--- config.mk ---
export PLATFORM = sky130hd
export DESIGN_NAME = flash_write_erase_page_splitter
export DESIGN_NICKNAME = d
export VERILOG_FILES = /design/src/hw/rtl/fwps_pkg.sv /design/src/hw/rtl/fwps_dp.sv /design/src/hw/rtl/fwps_ctrl.sv /design/src/hw/rtl/flash_write_erase_page_splitter.sv
export SDC_FILE = /design/constraint.sdc
export NUM_CORES = 1
export LEC_CHECK = 0
export BUFFER_PORTS_ARGS = -buffer_cell sky130_fd_sc_hd__buf_2
export CAP_MARGIN = 20
export CORE_ASPECT_RATIO = 1.2
export CORE_MARGIN = 2
export CORE_UTILIZATION = 40
export CTS_CLUSTER_DIAMETER = 100
export DETAILED_ROUTE_END_ITERATION = 10
export HOLD_SLACK_MARGIN = 0.12
export MAX_ROUTING_LAYER = met4
export PLACE_DENSITY = 0.61
export SYNTH_ARGS = -nofsm -noshare
export SYNTH_HDL_FRONTEND = slang
export SYNTH_SLANG_ARGS = --single-unit
--- constraint.sdc ---
create_clock -name clk_i -period 11.4 [get_ports clk_i]
set_input_delay 2.28 -clock clk_i [delete_from_list [all_inputs] [get_ports clk_i]]
set_output_delay 2.28 -clock clk_i [all_outputs]
set_load 0.01 [all_outputs]
--- src/hw/rtl/fwps_pkg.sv ---
// ----------------------------------------------------------------------------
// fwps_pkg
// Shared types and sizes for the flash write request splitter: field widths,
// flash geometry, command codes and the control/status bundles.
// ----------------------------------------------------------------------------
`default_nettype none

package fwps_pkg;

  // flash geometry (powers of two)
  localparam int SECTOR_BYTES = 4096;
  localparam int PAGE_BYTES   = 256;
  localparam int MAX_LEN      = 4096;

  localparam int ADDR_W = 24;
  localparam int LEN_W  = 13;
  localparam int OFF_W  = 12;
  localparam int CNT_W  = 9;
  localparam int CMD_W  = 2;

  localparam int SEC_W  = $clog2(SECTOR_BYTES);
  localparam int PAGE_W = $clog2(PAGE_BYTES);
  localparam int SIDX_W = ADDR_W - SEC_W;

  typedef enum logic [CMD_W-1:0] {
    CMD_ERASE   = 2'd0,
    CMD_PROGRAM = 2'd1,
    CMD_REJECT  = 2'd2
  } cmd_e;

  typedef enum logic [1:0] {
    ST_IDLE,
    ST_REJECT,
    ST_ERASE,
    ST_PROGRAM
  } state_e;

  typedef struct packed {
    logic load;
    logic emit_reject;
    logic emit_erase;
    logic emit_program;
  } dp_cmd_t;

  typedef struct packed {
    logic reject;
    logic erase_pending;
    logic chunk_last;
  } dp_status_t;

endpackage

`default_nettype wire

--- src/hw/rtl/fwps_dp.sv ---
// ----------------------------------------------------------------------------
// fwps_dp
// Datapath: request cursors, range check, page chunking and the registered
// command word.
// ----------------------------------------------------------------------------
`default_nettype none

module fwps_dp import fwps_pkg::*; (
  input  logic              clk_i,
  input  logic [ADDR_W-1:0] start_address_i,
  input  logic [LEN_W-1:0]  length_i,
  input  dp_cmd_t           cmd_i,
  output dp_status_t        status_o,
  output logic [CMD_W-1:0]  command_o,
  output logic [ADDR_W-1:0] flash_address_o,
  output logic [OFF_W-1:0]  buffer_offset_o,
  output logic [CNT_W-1:0]  byte_count_o,
  output logic              last_o
);

  logic [SIDX_W:0]   erase_sec_q,  erase_sec_d;
  logic [SIDX_W-1:0] end_sec_q,    end_sec_d;
  logic [ADDR_W-1:0] write_cur_q,  write_cur_d;
  logic [LEN_W-1:0]  bytes_left_q, bytes_left_d;
  logic [LEN_W-1:0]  data_off_q,   data_off_d;

  cmd_e              out_cmd_q,    out_cmd_d;
  logic [ADDR_W-1:0] out_addr_q,   out_addr_d;
  logic [OFF_W-1:0]  out_off_q,    out_off_d;
  logic [CNT_W-1:0]  out_cnt_q,    out_cnt_d;
  logic              out_last_q,   out_last_d;

  logic [ADDR_W:0]   end_addr;
  logic              aligned;
  logic [CNT_W-1:0]  room;
  logic              left_lt_room;
  logic [CNT_W-1:0]  chunk;
  logic [LEN_W-1:0]  chunk_ext;

  // range check on the incoming request
  assign end_addr = {1'b0, start_address_i} + (ADDR_W+1)'(length_i) - (ADDR_W+1)'(1);
  assign aligned  = (start_address_i[SEC_W-1:0] == '0);

  assign status_o.reject = (length_i == '0) || (length_i > LEN_W'(MAX_LEN)) ||
                           end_addr[ADDR_W];
  assign status_o.erase_pending = (erase_sec_q <= {1'b0, end_sec_q});

  // page chunking
  assign room         = CNT_W'(PAGE_BYTES) - {1'b0, write_cur_q[PAGE_W-1:0]};
  assign left_lt_room = (bytes_left_q < {{(LEN_W-CNT_W){1'b0}}, room});
  assign chunk        = left_lt_room ? bytes_left_q[CNT_W-1:0] : room;
  assign chunk_ext    = {{(LEN_W-CNT_W){1'b0}}, chunk};
  assign status_o.chunk_last = (bytes_left_q <= {{(LEN_W-CNT_W){1'b0}}, room});

  always_comb begin
    erase_sec_d  = erase_sec_q;
    end_sec_d    = end_sec_q;
    write_cur_d  = write_cur_q;
    bytes_left_d = bytes_left_q;
    data_off_d   = data_off_q;
    out_cmd_d    = out_cmd_q;
    out_addr_d   = out_addr_q;
    out_off_d    = out_off_q;
    out_cnt_d    = out_cnt_q;
    out_last_d   = out_last_q;

    if (cmd_i.load) begin
      // an aligned start erases its own sector first
      erase_sec_d  = {1'b0, start_address_i[ADDR_W-1:SEC_W]} +
                     (SIDX_W+1)'(!aligned);
      end_sec_d    = end_addr[ADDR_W-1:SEC_W];
      write_cur_d  = start_address_i;
      bytes_left_d = length_i;
      data_off_d   = '0;
    end

    if (cmd_i.emit_reject) begin
      out_cmd_d  = CMD_REJECT;
      out_addr_d = write_cur_q;
      out_off_d  = '0;
      out_cnt_d  = '0;
      out_last_d = 1'b1;
    end

    if (cmd_i.emit_erase) begin
      out_cmd_d   = CMD_ERASE;
      out_addr_d  = {erase_sec_q[SIDX_W-1:0], {SEC_W{1'b0}}};
      out_off_d   = '0;
      out_cnt_d   = '0;
      out_last_d  = 1'b0;
      erase_sec_d = erase_sec_q + (SIDX_W+1)'(1);
    end

    if (cmd_i.emit_program) begin
      out_cmd_d    = CMD_PROGRAM;
      out_addr_d   = write_cur_q;
      out_off_d    = data_off_q[OFF_W-1:0];
      out_cnt_d    = chunk;
      out_last_d   = status_o.chunk_last;
      write_cur_d  = write_cur_q + {{(ADDR_W-CNT_W){1'b0}}, chunk};
      bytes_left_d = bytes_left_q - chunk_ext;
      data_off_d   = data_off_q + chunk_ext;
    end
  end

  always_ff @(posedge clk_i) begin
    erase_sec_q  <= erase_sec_d;
    end_sec_q    <= end_sec_d;
    write_cur_q  <= write_cur_d;
    bytes_left_q <= bytes_left_d;
    data_off_q   <= data_off_d;
    out_cmd_q    <= out_cmd_d;
    out_addr_q   <= out_addr_d;
    out_off_q    <= out_off_d;
    out_cnt_q    <= out_cnt_d;
    out_last_q   <= out_last_d;
  end

  assign command_o       = out_cmd_q;
  assign flash_address_o = out_addr_q;
  assign buffer_offset_o = out_off_q;
  assign byte_count_o    = out_cnt_q;
  assign last_o          = out_last_q;

endmodule

`default_nettype wire

--- src/hw/rtl/fwps_ctrl.sv ---
// ----------------------------------------------------------------------------
// fwps_ctrl
// Controller: walks a request through reject, erase and program phases and
// owns the handshakes and the output word valid flag.
// ----------------------------------------------------------------------------
`default_nettype none

module fwps_ctrl import fwps_pkg::*; (
  input  logic       clk_i,
  input  logic       rst_ni,
  input  logic       in_valid_i,
  output logic       in_ready_o,
  output logic       out_valid_o,
  input  logic       out_ready_i,
  input  dp_status_t status_i,
  output dp_cmd_t    cmd_o
);

  state_e state_q, state_d;
  logic   out_valid_q, out_valid_d;
  logic   slot_free;
  logic   emit;

  assign slot_free = !out_valid_q || out_ready_i;

  // next state
  always_comb begin
    state_d = state_q;
    case (state_q)
      ST_IDLE: begin
        if (in_valid_i) begin
          state_d = status_i.reject ? ST_REJECT : ST_ERASE;
        end
      end
      ST_REJECT: begin
        if (slot_free) begin
          state_d = ST_IDLE;
        end
      end
      ST_ERASE: begin
        if (!status_i.erase_pending) begin
          state_d = ST_PROGRAM;
        end
      end
      ST_PROGRAM: begin
        if (slot_free && status_i.chunk_last) begin
          state_d = ST_IDLE;
        end
      end
      default: state_d = ST_IDLE;
    endcase
  end

  // outputs
  always_comb begin
    cmd_o      = '0;
    in_ready_o = 1'b0;
    case (state_q)
      ST_IDLE: begin
        in_ready_o = 1'b1;
        cmd_o.load = in_valid_i;
      end
      ST_REJECT:  cmd_o.emit_reject  = slot_free;
      ST_ERASE:   cmd_o.emit_erase   = slot_free && status_i.erase_pending;
      ST_PROGRAM: cmd_o.emit_program = slot_free;
      default: begin
        cmd_o      = '0;
        in_ready_o = 1'b0;
      end
    endcase
  end

  assign emit = cmd_o.emit_reject || cmd_o.emit_erase || cmd_o.emit_program;

  always_comb begin
    out_valid_d = out_valid_q;
    if (emit) begin
      out_valid_d = 1'b1;
    end else if (out_ready_i) begin
      out_valid_d = 1'b0;
    end
  end

  always_ff @(posedge clk_i or negedge rst_ni) begin
    if (!rst_ni) begin
      state_q     <= ST_IDLE;
      out_valid_q <= 1'b0;
    end else begin
      state_q     <= state_d;
      out_valid_q <= out_valid_d;
    end
  end

  assign out_valid_o = out_valid_q;

endmodule

`default_nettype wire

--- src/hw/rtl/flash_write_erase_page_splitter.sv ---
// first word: registered from ERASE or REJECT once a request is taken;
//   when no sector erase leads, ERASE moves on and PROGRAM registers it
// one request at a time; each yields its sector erases, then its page
//   chunks; a rejected request yields a single reject word
// the sequencer emits at most one word per cycle and waits on output stalls
// reset: asynchronous, active low; returns to idle with no word pending
// ----------------------------------------------------------------------------
// flash_write_erase_page_splitter
// Splits a flash write request into sector erases followed by page-program
// chunks that never cross a page boundary, or into one reject word.
// ----------------------------------------------------------------------------
`default_nettype none

module flash_write_erase_page_splitter import fwps_pkg::*; (
  input  logic              clk_i,
  input  logic              rst_ni,
  input  logic              in_valid_i,
  output logic              in_ready_o,
  input  logic [ADDR_W-1:0] start_address_i,
  input  logic [LEN_W-1:0]  length_i,
  output logic              out_valid_o,
  input  logic              out_ready_i,
  output logic [CMD_W-1:0]  command_o,
  output logic [ADDR_W-1:0] flash_address_o,
  output logic [OFF_W-1:0]  buffer_offset_o,
  output logic [CNT_W-1:0]  byte_count_o,
  output logic              last_o
);

  dp_cmd_t    dp_cmd;
  dp_status_t dp_status;

  fwps_ctrl u_ctrl (
    .clk_i       (clk_i),
    .rst_ni      (rst_ni),
    .in_valid_i  (in_valid_i),
    .in_ready_o  (in_ready_o),
    .out_valid_o (out_valid_o),
    .out_ready_i (out_ready_i),
    .status_i    (dp_status),
    .cmd_o       (dp_cmd)
  );

  fwps_dp u_dp (
    .clk_i           (clk_i),
    .start_address_i (start_address_i),
    .length_i        (length_i),
    .cmd_i           (dp_cmd),
    .status_o        (dp_status),
    .command_o       (command_o),
    .flash_address_o (flash_address_o),
    .buffer_offset_o (buffer_offset_o),
    .byte_count_o    (byte_count_o),
    .last_o          (last_o)
  );

endmodule

`default_nettype wire

After elaboration in Yosys (flattened, before gate mapping):

Cells that the tools add are included.

* bits in registers: 126
* bits in latches: 0
* memory bits (writable): 0
* memory bits (read-only): 0
* output and inout bits: 50
* word-level logic and storage cells: 87
* memories kept: 0

* $add $sub $neg: 8
* multiply operators: 0
* divide/modulo/power cells: 0
* order comparisons: 4
* equal/unequal tests: 7
* shift-type cells: 0
* muxes and demuxes: 36
* bitwise operators: 0
* reductions and logical operators: 19

Operators by type and width (number)
* $mux 24: 5
* $mux 13: 6
* $mux 12: 3
* $mux 9: 4
* $add 24x13->25: 1
* $sub 25x1->25 const B: 1
* $add 24x9->24: 1
* $add 12x1->13: 1
* $add 13x1->13 const B: 1
* $add 13x9->13: 1
* $gt 13x13->1 const B: 1
* $le 13x12->1: 1
* $le 13x9->1: 1
* $logic_not 13->1: 1
* $lt 13x9->1: 1
* $sub 13x9->13: 1
* $logic_not 12->1: 1
* $mux 1: 12
* $mux 2: 5
* $sub 9x8->9 const A: 1
* $pmux 2 s4: 1
* $reduce_bool 2->1: 4
* $logic_or 1x1->1: 5
* $eq 2x2->1 const B: 2
* 9 further kinds: 13

Logic depth before layout (Yosys ltp):

* depth after elaboration: 7
* depth in mapped cells: 21
* gate-level depth less buffers: 21

Cells and area by module:

A second synthesis with hierarchy kept.

* cell total of the unflattened synthesis: 891
* area, all modules: 8788.4 um2

Modules (own cells, without submodules)
* fwps_dp: instances 1, cells an instance 873, area an instance 8599.5 um2
* fwps_ctrl: instances 1, cells an instance 18, area an instance 188.9 um2

Worst setup path after synthesis:

Ideal clock, no wire load.

* path type: input to register
* from: input out_ready_i
* to: register u_dp.bytes_left_q[0], enable pin
* arrival time: 4.176 ns
* path slack: 6.634 ns
* stages: 6
* path buffers: 2
* cell sequence: nand2b_1 -> and2_1 -> nand2_1 -> clkbuf_1 -> clkbuf_1 -> nand2_1

* longest elaborated chain between the ends: 3

Ends and longest elaborated chain
* from (decl): RTL line flash_write_erase_page_splitter.sv:22 `input logic out_ready_i,`
* $logic_or 1x1->1: RTL line fwps_ctrl.sv:24 `assign slot_free = !out_valid_q || out_ready_i;`
* $mux 1: RTL line fwps_ctrl.sv:58 `case (state_q)`
* $reduce_bool 2->1 (no source line)
* to (signal assigned): RTL line fwps_dp.sv:110 `bytes_left_q <= bytes_left_d;`
* to (decl): RTL line fwps_dp.sv:24 `logic [LEN_W-1:0] bytes_left_q, bytes_left_d;`

Every way passes these cells.
A chain may end at the register's enable or synchronous reset.

Worst setup path after layout:

* from: register u_dp.write_cur_q[4]
* to: register u_dp.write_cur_q[16], data pin

* longest elaborated chain between the ends: 5

Ends and longest elaborated chain
* from (decl): RTL line fwps_dp.sv:23 `logic [ADDR_W-1:0] write_cur_q, write_cur_d;`
* from (signal assigned): RTL line fwps_dp.sv:109 `write_cur_q <= write_cur_d;`
* $sub 9x8->9: RTL line fwps_dp.sv:49 `assign room = CNT_W'(PAGE_BYTES) - {1'b0, write_cur_q[PAGE_W-1:0]};`
* $lt 13x9->1: RTL line fwps_dp.sv:50 `assign left_lt_room = (bytes_left_q < {{(LEN_W-CNT_W){1'b0}}, room});`
* $mux 9: RTL line fwps_dp.sv:51 `assign chunk = left_lt_room ? bytes_left_q[CNT_W-1:0] : room;`
* net u_dp.chunk[0]: RTL line fwps_dp.sv:37 `logic [CNT_W-1:0] chunk;`
* $add 24x9->24: RTL line fwps_dp.sv:100 `write_cur_d = write_cur_q + {{(ADDR_W-CNT_W){1'b0}}, chunk};`
* $mux 24: RTL line fwps_dp.sv:94 `if (cmd_i.emit_program) begin`
* net u_dp.write_cur_d[16]: RTL line fwps_dp.sv:23

The timed path passes the listed nets, and every way through them passes these cells.

==> metrics.txt <==
status=finished, final reports clean; Arrival @ worst endpoint=5480 ps; row count=~60; Hold WS=between 400 and 500 ps; Layout Skew=between 8 and 9 ps; Pins Over Slew Limit=0; Tmin final=5350 ps; Port Buffer Count=90; # DRC=0; vias per inst=roughly 5.2; CTS Sinks=about 130; overall routing resource usage=0.185; TritonRoute pass-1 iters=6; GRT overflow=0; CTS tree=built; number of cells produced by synthesis=898; Placer Congestion=about 0.84; crit end category=flip-flop; placed cells=1,250; Post-CTS Setup Inserts=0; Resized cells post-CTS=0; max cap viols=0; Iter 0 DRT Violations=282; non-filler cells, final=between 1,000 and 1,500; CP Max Fanout=15; H-tree depth=4; Max-slew headroom=0.363; CP Class=reg2reg; number of flops mapped to enable cells by yosys=120; chip height=167 um; setup_tns=0 ps; RSZ-0062 raised after global routing=no; R2R depth=20; CP Cell Sequence=nor4_1 > nand2_1 > xor2_1 > inv_1 > ha_1 > a21o_1 > a21o_1 > a221oi_4 > nand2_1 > o21ai_0 > ha_1 > inv_1 > fa_1 > nor2b_1 > o21a_1 > o21ai_0 > a21o_1 > a211oi_1 > xnor2_1 > o21ai_0; Final setup viols=0; nets=around 1,100; largest net degree at the start of global routing=87; Hold Crit Start=u_dp.command_o[0]; Crit path largest cell delay=740 ps; first-pass GRT wire length=33,300 um; WL final=about 21,000 um; Register Area=3720 um2; clk root buf=clkbuf_16; post-synthesis register bit count=125; Detail Route Antenna Nets=0; Syn Nets=1,038; vias in the first global route=6,512; Crit. path cell count=20; Area Overhead vs Synth=15.0%; CTS Hold Buffers Added=0; Worst-path clk slew=60 ps; VDD IR max=0.123 mV; asr flop ratio synth=0.0240; Worst path top cell family by delay=compound AO/OA/AOI/OAI gates; die area=~23,000 um2; ant diodes=0; Setup crit start kind=flip-flop; Mapped Avg Cell Area=about 9.9 um2; Setup crit start=u_dp.write_cur_q[4]; Tightest Hold Check Type=reg2reg; HPWL Detailed=roughly 16,000 um; starting density of the core=0.409; Leak=~4.3 nW; Synth cell types=65; fin crit share=0.469; fill count=2,066; YS warnings=0; Mapped Area=8900 um2; Die Span X=around 140 um; Via Count=6,666; hold path depth=2; final hold vios=0; DR WL/cell=16.1 um; CP Data Required Time=11,530 ps; Core Region=21,800 um2; clock latency on the worst-skew pair=~420 ps; layout cells sized above 1=0.161; Seq/Total Area, Yosys=0.418; ys flop type=edfxtp_1; Multi-input gate area=4720 um2; FMAX=187 MHz; Slowest cell on crit path=a221oi_4; Worst Tran Pin Value=approximately 960 ps; pwr/cell area=274 nW/um2; # IOs=91; antenna violations before repair=0; maximum clock path buffer count=2; Num CTS Buffers=17; crit path buf inv count=2; R2R Path Start=u_dp.write_cur_q[4]
-- layout make-up --
cell class | instances | share of cell area
flip-flops and latches | 125 | 0.363
multi-input cells | 650 | 0.461
inverters | 106 | 0.0389
well taps | 274 | 0.0335
clock buffers | 17 | 0.0416
clock inverters | 15 | 0.0136
repair buffers | 95 | 0.0477
-- layer usage --
metal / GRT usage / routed length (um) / up-vias
li1: - / - / 3388
met1: 0.250 / 10100 / 3113
met2: 0.283 / 9340 / 146
met3: 0.0349 / 816 / 19
met4: 0.0571 / 346 / 0
met5: - / 0 / -
-- worst register-to-register path, delay by kind of cell (launching register included) --
kind                     cells  cell delay (ps)
AO/OA/AOI/OAI                9             2390
XOR/XNOR                     2              370
adder cells (fa/ha/maj)      3              960
buffers and inverters        2              130
flip-flops                   1              460
AND/OR/NAND/NOR              4              770
-- per-stage QoR --
step	util	power [mW]	worst slack [ps]	area, um2
2_1_floorplan	-	1.92	6630	8900
3_3_place_gp	0.444	2.27	6290	9670
3_5_place_dp	0.444	2.29	6090	9670
4_1_cts	0.470	2.82	6070	10200
5_1_grt	0.470	3.05	5570	10200
6_report	0.470	2.81	6050	10200
-- cell usage after synthesis, drive strengths merged, types with 15 or more instances --
master,n,area share
nor2,60,0.026
and2,18,0.013
nor3,19,0.011
xor2,37,0.036
o21ai,67,0.040
nand2,74,0.031
xnor2,37,0.036
inv,106,0.045
mux2,15,0.019
nor2b,18,0.013
mux2i,15,0.017
edfxtp,120,0.40
ha,96,0.13
and3,15,0.011
a21oi,40,0.024
nand3,30,0.017
-- kinds of logic after synthesis --
group,count (synthesis),share of synthesized area
simple gates,275,0.151
fa+ha+maj,99,0.142
mux,30,0.0358
compound gates,172,0.127
xor+xnor,74,0.0728
flops,125,0.418
buf+inv,123,0.0538
-- report_power, final --
group          internal (mW)  leakage (nW)  switching (mW)
logic                  0.564          2.83           0.828
clock network          0.303         0.265           0.219
registers              0.771          1.20           0.120
-- worst paths after layout --
kind | endpoint | slack [ps]
setup / recovery | u_dp.write_cur_q[16] | 6050
setup reg to reg | u_dp.write_cur_q[16] | 6050
hold reg to reg | u_dp.command_o[0] | 490
max in group asynchronous | u_ctrl.state_q[1] | 9650
hold / removal | u_dp.command_o[0] | 490
min in group asynchronous | u_ctrl.out_valid_o | 1640
-- layout by cell type, fill, tap and decap left out, types with 18 or more instances in the layout --
cell type	synthesis	routed
nand2_1	74	72
edfxtp_1	120	120
o21ai_0	61	61
a21oi_1	36	36
buf_2	2	90
nand3_1	30	30
and2_1	18	18
ha_1	96	96
inv_1	106	106
nor2_1	58	57
nor2b_1	18	18
nor3_1	19	19
xor2_1	37	37
xnor2_1	37	37
-- registers in the layout (all words and copies together) (netlist names) --
signal	flops
u_dp.erase_sec_q	13
u_ctrl.out_valid_o	1
u_dp.last_o	1
u_dp.byte_count_o	9
u_ctrl.state_q	2
u_dp.end_sec_q	12
u_dp.data_off_q	12
u_dp.buffer_offset_o	12
u_dp.write_cur_q	24
u_dp.command_o	2
u_dp.flash_address_o	24
u_dp.bytes_left_q	13
Power figures use the tool's default switching activity.
